===== src/design/grid_pair_channel_scoring_unit_macros.svh =====
// Assertion macros shared by the grid pair channel scoring unit files.
`ifndef GRID_PAIR_CHANNEL_SCORING_UNIT_MACROS_SVH
`define GRID_PAIR_CHANNEL_SCORING_UNIT_MACROS_SVH

// Check that a condition implies another in the same cycle.
`define GPCS_ASSERT_SAME(label, ante, cons, msg) \
  label: assert property (@(posedge clk) disable iff (rst) (ante) |-> (cons)) \
    else $error(msg);

// Check that a condition implies another in the next cycle.
`define GPCS_ASSERT_NEXT(label, ante, cons, msg) \
  label: assert property (@(posedge clk) disable iff (rst) (ante) |=> (cons)) \
    else $error(msg);

`endif


===== src/design/gpcs_pkg.sv =====
// Types and widths shared by the grid pair channel scoring unit.
package gpcs_pkg;

  localparam int WEIGHT_W   = 16;
  localparam int COLOR_W    = 8;
  localparam int CNT_W      = 13;
  localparam int CG_PROD_W  = 2 * COLOR_W;
  localparam int WT_PROD_W  = COLOR_W + WEIGHT_W;
  localparam int CG_ACC_W   = 29;
  localparam int CG_OUT_W   = 28;
  localparam int WT_ACC_W   = 37;
  localparam int WT_OUT_W   = 36;
  localparam int IN_DATA_W  = 80;
  localparam int OUT_DATA_W = 144;
  localparam int OUT_USED_W = CNT_W + 2 * CG_OUT_W + 2 * WT_OUT_W;

  // One cell pair after the similarity products are formed.
  typedef struct packed {
    logic                 last;
    logic                 active;
    logic [CG_PROD_W-1:0] red_green;
    logic [CG_PROD_W-1:0] blue_green;
    logic [WT_PROD_W-1:0] blue_weight;
    logic [WT_PROD_W-1:0] red_weight;
  } prod_t;

  // One emitted set of clamped sums.
  typedef struct packed {
    logic [WT_OUT_W-1:0] red_weight_sum;
    logic [WT_OUT_W-1:0] blue_weight_sum;
    logic [CG_OUT_W-1:0] blue_green_sum;
    logic [CG_OUT_W-1:0] red_green_sum;
    logic [CNT_W-1:0]    overlap_count;
  } result_t;

endpackage


===== src/design/gpcs_accum.sv =====
// Saturating accumulators for the five grid pair sums and their output clamp.
module gpcs_accum import gpcs_pkg::*; (
  input  logic    clk,
  input  logic    rst,
  input  logic    consume,
  input  prod_t   item,
  output result_t result
);

  logic [CNT_W-1:0]    overlap_acc;
  logic [CG_ACC_W-1:0] red_green_acc;
  logic [CG_ACC_W-1:0] blue_green_acc;
  logic [WT_ACC_W-1:0] blue_weight_acc;
  logic [WT_ACC_W-1:0] red_weight_acc;

  logic [CNT_W:0]       cnt_sum;
  logic [CG_ACC_W:0]    rg_sum;
  logic [CG_ACC_W:0]    bg_sum;
  logic [WT_ACC_W:0]    bw_sum;
  logic [WT_ACC_W:0]    rw_sum;
  logic [CNT_W-1:0]     overlap_acc_next;
  logic [CG_ACC_W-1:0]  red_green_acc_next;
  logic [CG_ACC_W-1:0]  blue_green_acc_next;
  logic [WT_ACC_W-1:0]  blue_weight_acc_next;
  logic [WT_ACC_W-1:0]  red_weight_acc_next;
  logic [CG_PROD_W-1:0] rg_add;
  logic [CG_PROD_W-1:0] bg_add;
  logic [WT_PROD_W-1:0] bw_add;
  logic [WT_PROD_W-1:0] rw_add;

  // Gate contributions of inactive cell pairs
  assign rg_add = item.active ? item.red_green   : '0;
  assign bg_add = item.active ? item.blue_green  : '0;
  assign bw_add = item.active ? item.blue_weight : '0;
  assign rw_add = item.active ? item.red_weight  : '0;

  // Add with one carry bit
  assign cnt_sum = {1'b0, overlap_acc} + {{CNT_W{1'b0}}, item.active};
  assign rg_sum  = {1'b0, red_green_acc}  + {{(CG_ACC_W+1-CG_PROD_W){1'b0}}, rg_add};
  assign bg_sum  = {1'b0, blue_green_acc} + {{(CG_ACC_W+1-CG_PROD_W){1'b0}}, bg_add};
  assign bw_sum  = {1'b0, blue_weight_acc} + {{(WT_ACC_W+1-WT_PROD_W){1'b0}}, bw_add};
  assign rw_sum  = {1'b0, red_weight_acc}  + {{(WT_ACC_W+1-WT_PROD_W){1'b0}}, rw_add};

  // Saturate at the all-ones value of each accumulator
  assign overlap_acc_next     = cnt_sum[CNT_W]   ? '1 : cnt_sum[CNT_W-1:0];
  assign red_green_acc_next   = rg_sum[CG_ACC_W] ? '1 : rg_sum[CG_ACC_W-1:0];
  assign blue_green_acc_next  = bg_sum[CG_ACC_W] ? '1 : bg_sum[CG_ACC_W-1:0];
  assign blue_weight_acc_next = bw_sum[WT_ACC_W] ? '1 : bw_sum[WT_ACC_W-1:0];
  assign red_weight_acc_next  = rw_sum[WT_ACC_W] ? '1 : rw_sum[WT_ACC_W-1:0];

  // Clamp the updated sums to the output field widths
  always_comb begin
    result.overlap_count   = overlap_acc_next;
    result.red_green_sum   = red_green_acc_next[CG_ACC_W-1]
                             ? '1 : red_green_acc_next[CG_OUT_W-1:0];
    result.blue_green_sum  = blue_green_acc_next[CG_ACC_W-1]
                             ? '1 : blue_green_acc_next[CG_OUT_W-1:0];
    result.blue_weight_sum = blue_weight_acc_next[WT_ACC_W-1]
                             ? '1 : blue_weight_acc_next[WT_OUT_W-1:0];
    result.red_weight_sum  = red_weight_acc_next[WT_ACC_W-1]
                             ? '1 : red_weight_acc_next[WT_OUT_W-1:0];
  end

  // Advance the sums, clear them after the last cell
  always_ff @(posedge clk) begin
    if (rst) begin
      overlap_acc     <= '0;
      red_green_acc   <= '0;
      blue_green_acc  <= '0;
      blue_weight_acc <= '0;
      red_weight_acc  <= '0;
    end else if (consume) begin
      if (item.last) begin
        overlap_acc     <= '0;
        red_green_acc   <= '0;
        blue_green_acc  <= '0;
        blue_weight_acc <= '0;
        red_weight_acc  <= '0;
      end else begin
        overlap_acc     <= overlap_acc_next;
        red_green_acc   <= red_green_acc_next;
        blue_green_acc  <= blue_green_acc_next;
        blue_weight_acc <= blue_weight_acc_next;
        red_weight_acc  <= red_weight_acc_next;
      end
    end
  end

  `include "grid_pair_channel_scoring_unit_macros.svh"

  `GPCS_ASSERT_NEXT(a_clear_after_last, consume && item.last, overlap_acc == '0 && red_green_acc == '0 && blue_green_acc == '0 && blue_weight_acc == '0 && red_weight_acc == '0, "sums not cleared after last cell")
  `GPCS_ASSERT_SAME(a_empty_sums_zero, overlap_acc == '0, red_green_acc == '0 && blue_green_acc == '0 && blue_weight_acc == '0 && red_weight_acc == '0, "sums nonzero with no overlap")
  `GPCS_ASSERT_NEXT(a_count_grows, consume && !item.last && item.active, overlap_acc != '0, "active cell not counted")

endmodule


===== src/design/grid_pair_channel_scoring_unit.sv =====
// Top level of the grid pair channel scoring unit: handshake, similarity stage, result register.
// The unit takes one cell pair per clock and folds it into five saturating sums; on the
// transaction that carries tlast it emits one result and restarts the sums. A cell pair
// passes an input register, a product register (absolute differences, channel similarities,
// minimum activation and four small multiplies) and the accumulators; a last cell's result then
// is held in the output register for the master side. Throughput is one cell pair per cycle;
// only a last cell waits when an earlier result is still held in the output register, and
// the cells ahead of it keep flowing until then.
module grid_pair_channel_scoring_unit import gpcs_pkg::*; (
  input  logic                  clk,
  input  logic                  rst,
  input  logic                  s_tvalid,
  output logic                  s_tready,
  // a_weight[15:0], b_weight[31:16], a_red[39:32], b_red[47:40],
  // a_green[55:48], b_green[63:56], a_blue[71:64], b_blue[79:72]
  input  logic [IN_DATA_W-1:0]  s_tdata,
  input  logic                  s_tlast,   // last_cell
  output logic                  m_tvalid,
  input  logic                  m_tready,
  // overlap_count[12:0], red_green_sum[40:13], blue_green_sum[68:41],
  // blue_weight_sum[104:69], red_weight_sum[140:105], zeros[143:141]
  output logic [OUT_DATA_W-1:0] m_tdata
);

  logic                i_valid;
  logic                i_last;
  logic [WEIGHT_W-1:0] a_weight;
  logic [WEIGHT_W-1:0] b_weight;
  logic [COLOR_W-1:0]  a_red;
  logic [COLOR_W-1:0]  b_red;
  logic [COLOR_W-1:0]  a_green;
  logic [COLOR_W-1:0]  b_green;
  logic [COLOR_W-1:0]  a_blue;
  logic [COLOR_W-1:0]  b_blue;

  logic    p_valid;
  prod_t   prod;
  prod_t   prod_next;
  logic    out_valid;
  result_t out_res;
  result_t acc_res;

  logic                out_free;
  logic                p_consume;
  logic                p_load_ok;
  logic                i_consume;
  logic                s_accept;
  logic [COLOR_W-1:0]  red_diff;
  logic [COLOR_W-1:0]  green_diff;
  logic [COLOR_W-1:0]  blue_diff;
  logic [COLOR_W-1:0]  red_sim;
  logic [COLOR_W-1:0]  green_sim;
  logic [COLOR_W-1:0]  blue_sim;
  logic [WEIGHT_W-1:0] min_weight;

  // Stage handshakes: only a last cell needs a free output slot
  assign out_free  = !out_valid || m_tready;
  assign p_consume = p_valid && (!prod.last || out_free);
  assign p_load_ok = !p_valid || p_consume;
  assign i_consume = i_valid && p_load_ok;
  assign s_tready  = !i_valid || p_load_ok;
  assign s_accept  = s_tvalid && s_tready;

  // Input register valid
  always_ff @(posedge clk) begin
    if (rst) begin
      i_valid <= 1'b0;
    end else if (s_accept) begin
      i_valid <= 1'b1;
    end else if (i_consume) begin
      i_valid <= 1'b0;
    end
  end

  // Input register payload
  always_ff @(posedge clk) begin
    if (s_accept) begin
      a_weight <= s_tdata[15:0];
      b_weight <= s_tdata[31:16];
      a_red    <= s_tdata[39:32];
      b_red    <= s_tdata[47:40];
      a_green  <= s_tdata[55:48];
      b_green  <= s_tdata[63:56];
      a_blue   <= s_tdata[71:64];
      b_blue   <= s_tdata[79:72];
      i_last   <= s_tlast;
    end
  end

  // Channel similarity is 255 - |a - b|, the bitwise inverse of the 8-bit difference
  assign red_diff   = (a_red > b_red)     ? a_red - b_red     : b_red - a_red;
  assign green_diff = (a_green > b_green) ? a_green - b_green : b_green - a_green;
  assign blue_diff  = (a_blue > b_blue)   ? a_blue - b_blue   : b_blue - a_blue;
  assign red_sim    = ~red_diff;
  assign green_sim  = ~green_diff;
  assign blue_sim   = ~blue_diff;
  assign min_weight = (a_weight < b_weight) ? a_weight : b_weight;

  // Form the four products of one cell pair
  always_comb begin
    prod_next.last        = i_last;
    prod_next.active      = (a_weight != '0) && (b_weight != '0);
    prod_next.red_green   = {{COLOR_W{1'b0}}, red_sim} * {{COLOR_W{1'b0}}, green_sim};
    prod_next.blue_green  = {{COLOR_W{1'b0}}, blue_sim} * {{COLOR_W{1'b0}}, green_sim};
    prod_next.blue_weight = {{WEIGHT_W{1'b0}}, blue_sim} * {{COLOR_W{1'b0}}, min_weight};
    prod_next.red_weight  = {{WEIGHT_W{1'b0}}, red_sim} * {{COLOR_W{1'b0}}, min_weight};
  end

  // Product register valid
  always_ff @(posedge clk) begin
    if (rst) begin
      p_valid <= 1'b0;
    end else if (i_consume) begin
      p_valid <= 1'b1;
    end else if (p_consume) begin
      p_valid <= 1'b0;
    end
  end

  // Product register payload
  always_ff @(posedge clk) begin
    if (i_consume) begin
      prod <= prod_next;
    end
  end

  gpcs_accum u_accum (
    .clk     (clk),
    .rst     (rst),
    .consume (p_consume),
    .item    (prod),
    .result  (acc_res)
  );

  // Output register valid: load on the last cell, drop when taken
  always_ff @(posedge clk) begin
    if (rst) begin
      out_valid <= 1'b0;
    end else if (p_consume && prod.last) begin
      out_valid <= 1'b1;
    end else if (m_tready) begin
      out_valid <= 1'b0;
    end
  end

  // Output register payload
  always_ff @(posedge clk) begin
    if (p_consume && prod.last) begin
      out_res <= acc_res;
    end
  end

  assign m_tvalid = out_valid;
  assign m_tdata  = {{(OUT_DATA_W-OUT_USED_W){1'b0}}, out_res};

  `include "grid_pair_channel_scoring_unit_macros.svh"

  `GPCS_ASSERT_SAME(a_ready_only_when_full, !s_tready, i_valid && p_valid, "input stalled with room in the pipe")
  `GPCS_ASSERT_NEXT(a_last_held, p_valid && prod.last && !out_free, p_valid && prod.last, "last cell lost while output busy")
  `GPCS_ASSERT_SAME(a_result_from_last, out_valid && !$past(out_valid), $past(p_valid && prod.last), "result raised without a last cell")

endmodule

===== config.mk =====
export PLATFORM = sky130hd
export DESIGN_NAME = grid_pair_channel_scoring_unit
export DESIGN_NICKNAME = d
export VERILOG_FILES = /design/src/design/gpcs_pkg.sv /design/src/design/gpcs_accum.sv /design/src/design/grid_pair_channel_scoring_unit.sv
export VERILOG_INCLUDE_DIRS = /design/src /design/src/design
export SDC_FILE = /design/constraint.sdc
export NUM_CORES = 2
export LEC_CHECK = 0
export ABC_CLOCK_PERIOD_IN_PS = 15000
export BUFFER_PORTS_ARGS = -buffer_cell sky130_fd_sc_hd__buf_2
export CAP_MARGIN = 20
export CORE_UTILIZATION = 65
export CTS_CLUSTER_SIZE = 40
export DETAILED_ROUTE_END_ITERATION = 6
export GPL_ROUTABILITY_DRIVEN = 0
export PLACE_DENSITY = 0.81
export SYNTH_ARGS = -nofsm -noshare
export SYNTH_HDL_FRONTEND = slang
export SYNTH_SLANG_ARGS = --single-unit
export TNS_END_PERCENT = 1

===== constraint.sdc =====
create_clock -name clk -period 15 [get_ports clk]
set_input_delay 3 -clock clk [delete_from_list [all_inputs] [get_ports clk]]
set_output_delay 3 -clock clk [all_outputs]
set_load 0.03 [all_outputs]

### Word-level counts from Yosys, hierarchy flattened

Index checks and enable logic that the tools add are counted.

| word-level totals | value |
|---|---|
| logic and storage cells | 92 |
| output and inout port bits | 146 |
| input bits | 85 |
| flip-flop bits (word level) | 452 |

| operators by class | value |
|---|---|
| muxes and demuxes | 24 |
| $mul | 4 |
| magnitude comparators | 4 |
| add/sub/neg operators | 11 |
| bitwise gates (word level) | 3 |
| reduce and logical (&&, ||, !) cells | 18 |

Operators with widths:

| operator | number |
|---|---|
| $mux 37 | 4 |
| $mux 29 | 4 |
| $add 37x24->38 | 2 |
| $add 29x16->30 | 2 |
| $mul 8x16->24 | 2 |
| $mux 16 | 3 |
| $mux 24 | 2 |
| $sub 8x8->8 | 6 |
| $mul 8x8->16 | 2 |
| $reduce_bool 16->1 | 2 |
| $mux 13 | 2 |
| $gt 8x8->1 | 3 |
| $mux 8 | 3 |
| $not 8->8 | 3 |
| $lt 16x16->1 | 1 |
| $add 13x1->14 | 1 |
| $mux 1 | 6 |
| $reduce_bool 2->1 | 3 |
| $logic_and 1x1->1 | 5 |
| $logic_not 1->1 | 4 |
| $logic_or 1x1->1 | 4 |

### Longest topological paths before layout

| depth | value |
|---|---|
| depth after elaboration | 8 |
| mapped depth | 33 |
| depth with buffers taken out | 32 |

### By module

Synthesis repeated with hierarchy kept, for this count alone.

| second synthesis, totals | value |
|---|---|
| cells, all modules | 3,961 |
| area total of the unflattened synthesis | 37,135.6 µm² |

By module, submodules not included:

| module | seq. area each (µm²) | area each (µm²) | cells an instance | times used |
|---|---|---|---|---|
| grid_pair_channel_scoring_unit | 9,188.8 | 24,543.5 | 2,239 | 1 |
| gpcs_accum | 2,902.8 | 12,592.1 | 1,722 | 1 |

### Worst setup path after synthesis

Ideal clock, no wire load.

| timing | value |
|---|---|
| path kind | input port to flip-flop |
| start | input m_tready |
| end | register a_blue[0] (enable) |
| buffers on the path | 0 |
| path slack | 7,240 ps |
| required time | 14,453 ps |
| arrival time | 7,213 ps |
| setup time | 547 ps |
| stages | 3 |
| path through | nor2b_1 -> and3_1 -> a21oi_1 |

| between the ends | value |
|---|---|
| cells in the longest elaborated chain, start to end | 6 |

RTL lines:

| item | line | text |
|---|---|---|
| start: declaration | grid_pair_channel_scoring_unit.sv:19 | `input logic m_tready,` |
| $logic_or 1x1->1 | grid_pair_channel_scoring_unit.sv:57 | `assign out_free = !out_valid \|\| m_tready;` |
| $logic_or 1x1->1 | grid_pair_channel_scoring_unit.sv:58 | `assign p_consume = p_valid && (!prod.last \|\| out_free);` |
| $logic_and 1x1->1 | grid_pair_channel_scoring_unit.sv:58 |  |
| $logic_or 1x1->1 | grid_pair_channel_scoring_unit.sv:59 | `assign p_load_ok = !p_valid \|\| p_consume;` |
| $logic_or 1x1->1 | grid_pair_channel_scoring_unit.sv:61 | `assign s_tready = !i_valid \|\| p_load_ok;` |
| $logic_and 1x1->1 | grid_pair_channel_scoring_unit.sv:62 | `assign s_accept = s_tvalid && s_tready;` |
| named net s_accept | grid_pair_channel_scoring_unit.sv:47 | `logic s_accept;` |
| end signal: assignment | grid_pair_channel_scoring_unit.sv:84 | `a_blue <= s_tdata[71:64];` |
| end: declaration | grid_pair_channel_scoring_unit.sv:33 | `logic [COLOR_W-1:0] a_blue;` |

The timed path passes the listed nets, and every way through them passes these cells.
A chain may end at the register's enable or synchronous reset.

==> results.cfg <==
[timing]
hold_viol = 0
period_minus_slack_ns = 8.465
fmaxAchievable_mhz = 118.1
max_slew_margin_pct = 26.40
min_period_over_period_pct = 56.43
fin_tns_setup_ns = 0
fin_skew_ns = 0.02670
tightest_slew_ns = 1.097
setup_viol = 0
maxSlewViolCount = 0
grt_setup_unrepaired = false

[floorplanning]
initial_core_util_pct = 65.71
fp.dieH_um = 235.0
die_area_mm2 = 0.05523
pin_count = 231
core_area_mm2 = 0.05371
rows = 85
die_w_um = 235.0

[setup_path]
crit_slowest_cell = ha_1
slowest_delay_ns = 0.91
rr_worst_depth = 28
crit_top_cell = fa_1
worstPathArrival_ns = 8.82
cp.required_ns = 15.35
critPathLaunch = b_blue[0]
worstPathMaxFanout = 25
worstSetupPathType = reg -> reg
r2r-start = b_blue[0]
startpoint_type = register
crit_path_end_kind = register

[clocking]
path_clk_slew_ns = 0.06
tritoncts = yes
clockBufferDepth = 3
hold_buffers = 0
worstSkewPairLatency_ns = 0.63
clkSinkCount = 452
cts_setup_buffers = 0
numCtsBuffers = 49
clockRootBuffer = clkbuf_16
cts_repair_resize_count = 0
cts_max_level = 2

[cells_and_area]
drive_above_1_share_pct = 10.98
layout.nets = 4557
syn2layout_area_growth_pct = 10.55
fin_area_mm2 = 0.03901
mostFrequentLayoutCells = 456 x inv_1, 398 x nor2_1, 323 x nand2_1, 304 x edfxtp_1, 302 x ha_1
layout_commonest_cell = inv_1
diodes = 0

[synthesis]
async_flop_share_pct = 0
synth-edff-count = 304
ys_ff_latch = 452
syn_avg_cell_area_um2 = 9.495
ys_seq_area_share_pct = 34.26
synth_cells = 3717
ys_types = 82
synthesis.area_mm2 = 0.03529
yosys_warnings = 0
synthFlopType = edfxtp_1

[outcome]
status = complete, but fails checks
violations = DRC

[place]
place.detailed.hpwl_um = 58060
portBuffers = 227
dpl_cell_area_mm2 = 0.03726

[route]
drc = 2
dr.pass1.iters = 7
drt-initial-drc-count = 2168
vias = 27046
final_antenna_net_count = 0
avgRoutedWirePerCell_um = 17.35
routed_wl_um = 80790
vias_per_cell = 5.808

[min_path]
min_path_cells = 0
min_from = i_last
hold_class = reg -> reg

[global_route]
grt_max_degree = 97
grtUsageTotal_pct = 29.44
grt_overflow_total = 0
antenna_found_initial = 0
grt_first_pass_wirelength_um = 132000
grt_pass1_vias = 26478

[flow_run]
drv_cap = 0
## cell families (layout without fill, tap and decap cells)
logic type               count (synthesis)  in the layout  share of synthesized area [%]
other                                    1              3                        0.01063
adder cells (fa/ha/maj)                552            552                          24.89
AND/OR/NAND/NOR                       1212           1212                          16.15
flip-flops                             452            452                          34.26
multiplexers                            43             43                          1.273
XOR/XNOR                               197            197                          5.027
buffers and inverters                  589            831                          6.467
AO/OA/AOI/OAI                          671            671                          11.93
## metal layers
| metal | global-route usage (%) | share of wire [%] | up-vias |
|---|---|---|---|
| met1 | 40.10 | 43 | 12863 |
| li1 | - | - | 12813 |
| met3 | 3.900 | 7.7 | 200 |
| met2 | 48.12 | 46 | 1170 |
| met5 | 0 | 0 | - |
| met4 | 11.24 | 3.6 | 0 |
## synthesized netlist by cell type, types with 6 or more instances
| library cell | n | area [um^2] |
|---|---|---|
| a211oi_1 | 14 | 105.1 |
| a21o_1 | 90 | 675.7 |
| a21oi_1 | 223 | 1116 |
| a31o_2 | 6 | 52.55 |
| a31oi_1 | 19 | 118.9 |
| and2_1 | 112 | 700.7 |
| and3_1 | 49 | 306.5 |
| buf_1 | 6 | 22.52 |
| buf_2 | 21 | 105.1 |
| buf_4 | 6 | 45.04 |
| clkbuf_1 | 97 | 364.1 |
| dfxtp_1 | 148 | 2963 |
| edfxtp_1 | 304 | 9129 |
| fa_1 | 250 | 5005 |
| ha_1 | 302 | 3779 |
| inv_1 | 456 | 1712 |
| mux2i_1 | 37 | 370.4 |
| nand2_1 | 324 | 1216 |
| nand2b_1 | 76 | 475.5 |
| nand3_1 | 57 | 285.3 |
| nand4_1 | 18 | 112.6 |
| nor2_1 | 400 | 1501 |
| nor2b_1 | 66 | 412.9 |
| nor3_1 | 42 | 210.2 |
| nor4_1 | 11 | 68.82 |
| o2111ai_1 | 7 | 61.31 |
| o211ai_1 | 8 | 60.06 |
| o21a_1 | 22 | 165.2 |
| o21ai_0 | 155 | 775.7 |
| o21ai_1 | 10 | 50.05 |
| o21bai_1 | 21 | 157.7 |
| o22ai_1 | 6 | 37.54 |
| o2bb2ai_1 | 9 | 78.83 |
| o31ai_1 | 7 | 52.55 |
| or2_2 | 21 | 131.4 |
| or3_1 | 12 | 75.07 |
| xnor2_1 | 121 | 1060 |
| xor2_1 | 71 | 621.9 |
## area by class of cell
class,instances,area [um^2]
Inverter,456,1712
Fill cell,3905,14690
Sequential cell,452,12090
Timing Repair Buffer,283,1554
Clock inverter,29,424.2
Multi-Input combinational cell,2678,21030
Clock buffer,63,1329
Tap cell,696,870.8
## worst max-delay path, delay by kind of cell (launching register included)
| family | cells | cell delay, ns |
|---|---|---|
| multiplexers | 1 | 0.18 |
| XOR/XNOR | 2 | 0.25 |
| flip-flops | 1 | 0.40 |
| AO/OA/AOI/OAI | 9 | 2.47 |
| buffers and inverters | 4 | 0.38 |
| AND/OR/NAND/NOR | 6 | 1.38 |
| adder cells (fa/ha/maj) | 6 | 3.13 |
## through the flow
| stage | setup slack (ns) | utilization (%) | hold slack, ns | cells |
|---|---|---|---|---|
| after CTS | 6.575 | 72.63 | 0.4225 | 4656 |
| final | 6.535 | 72.64 | 0.4221 | 4657 |
| after global routing | 5.959 | 72.64 | 0.4502 | 4657 |
| after floorplan | 7.240 | - | 0.4003 | 3719 |
| after detailed placement | 6.666 | 69.37 | 0.4089 | 4564 |
| after global placement | 6.878 | 69.35 | 0.4102 | 4563 |
## final timing paths
kind	to	slack, ns
max	prod[47]	6.54
min	prod[81]	0.42
max reg2reg	prod[47]	6.54
min reg2reg	prod[81]	0.42
## registers in the layout, indices dropped and copies added, names as in the netlist, 13 cells and up
register and flops:
a_weight 16, b_weight 16, m_tdata 141, prod 82
u_accum.blue_green_acc 29, u_accum.blue_weight_acc 37, u_accum.overlap_acc 13, u_accum.red_green_acc 29
u_accum.red_weight_acc 37
Power is left out: the tool's default activity adds up to more than one toggle a clock period on the data nets, which glitch-free logic cannot reach.
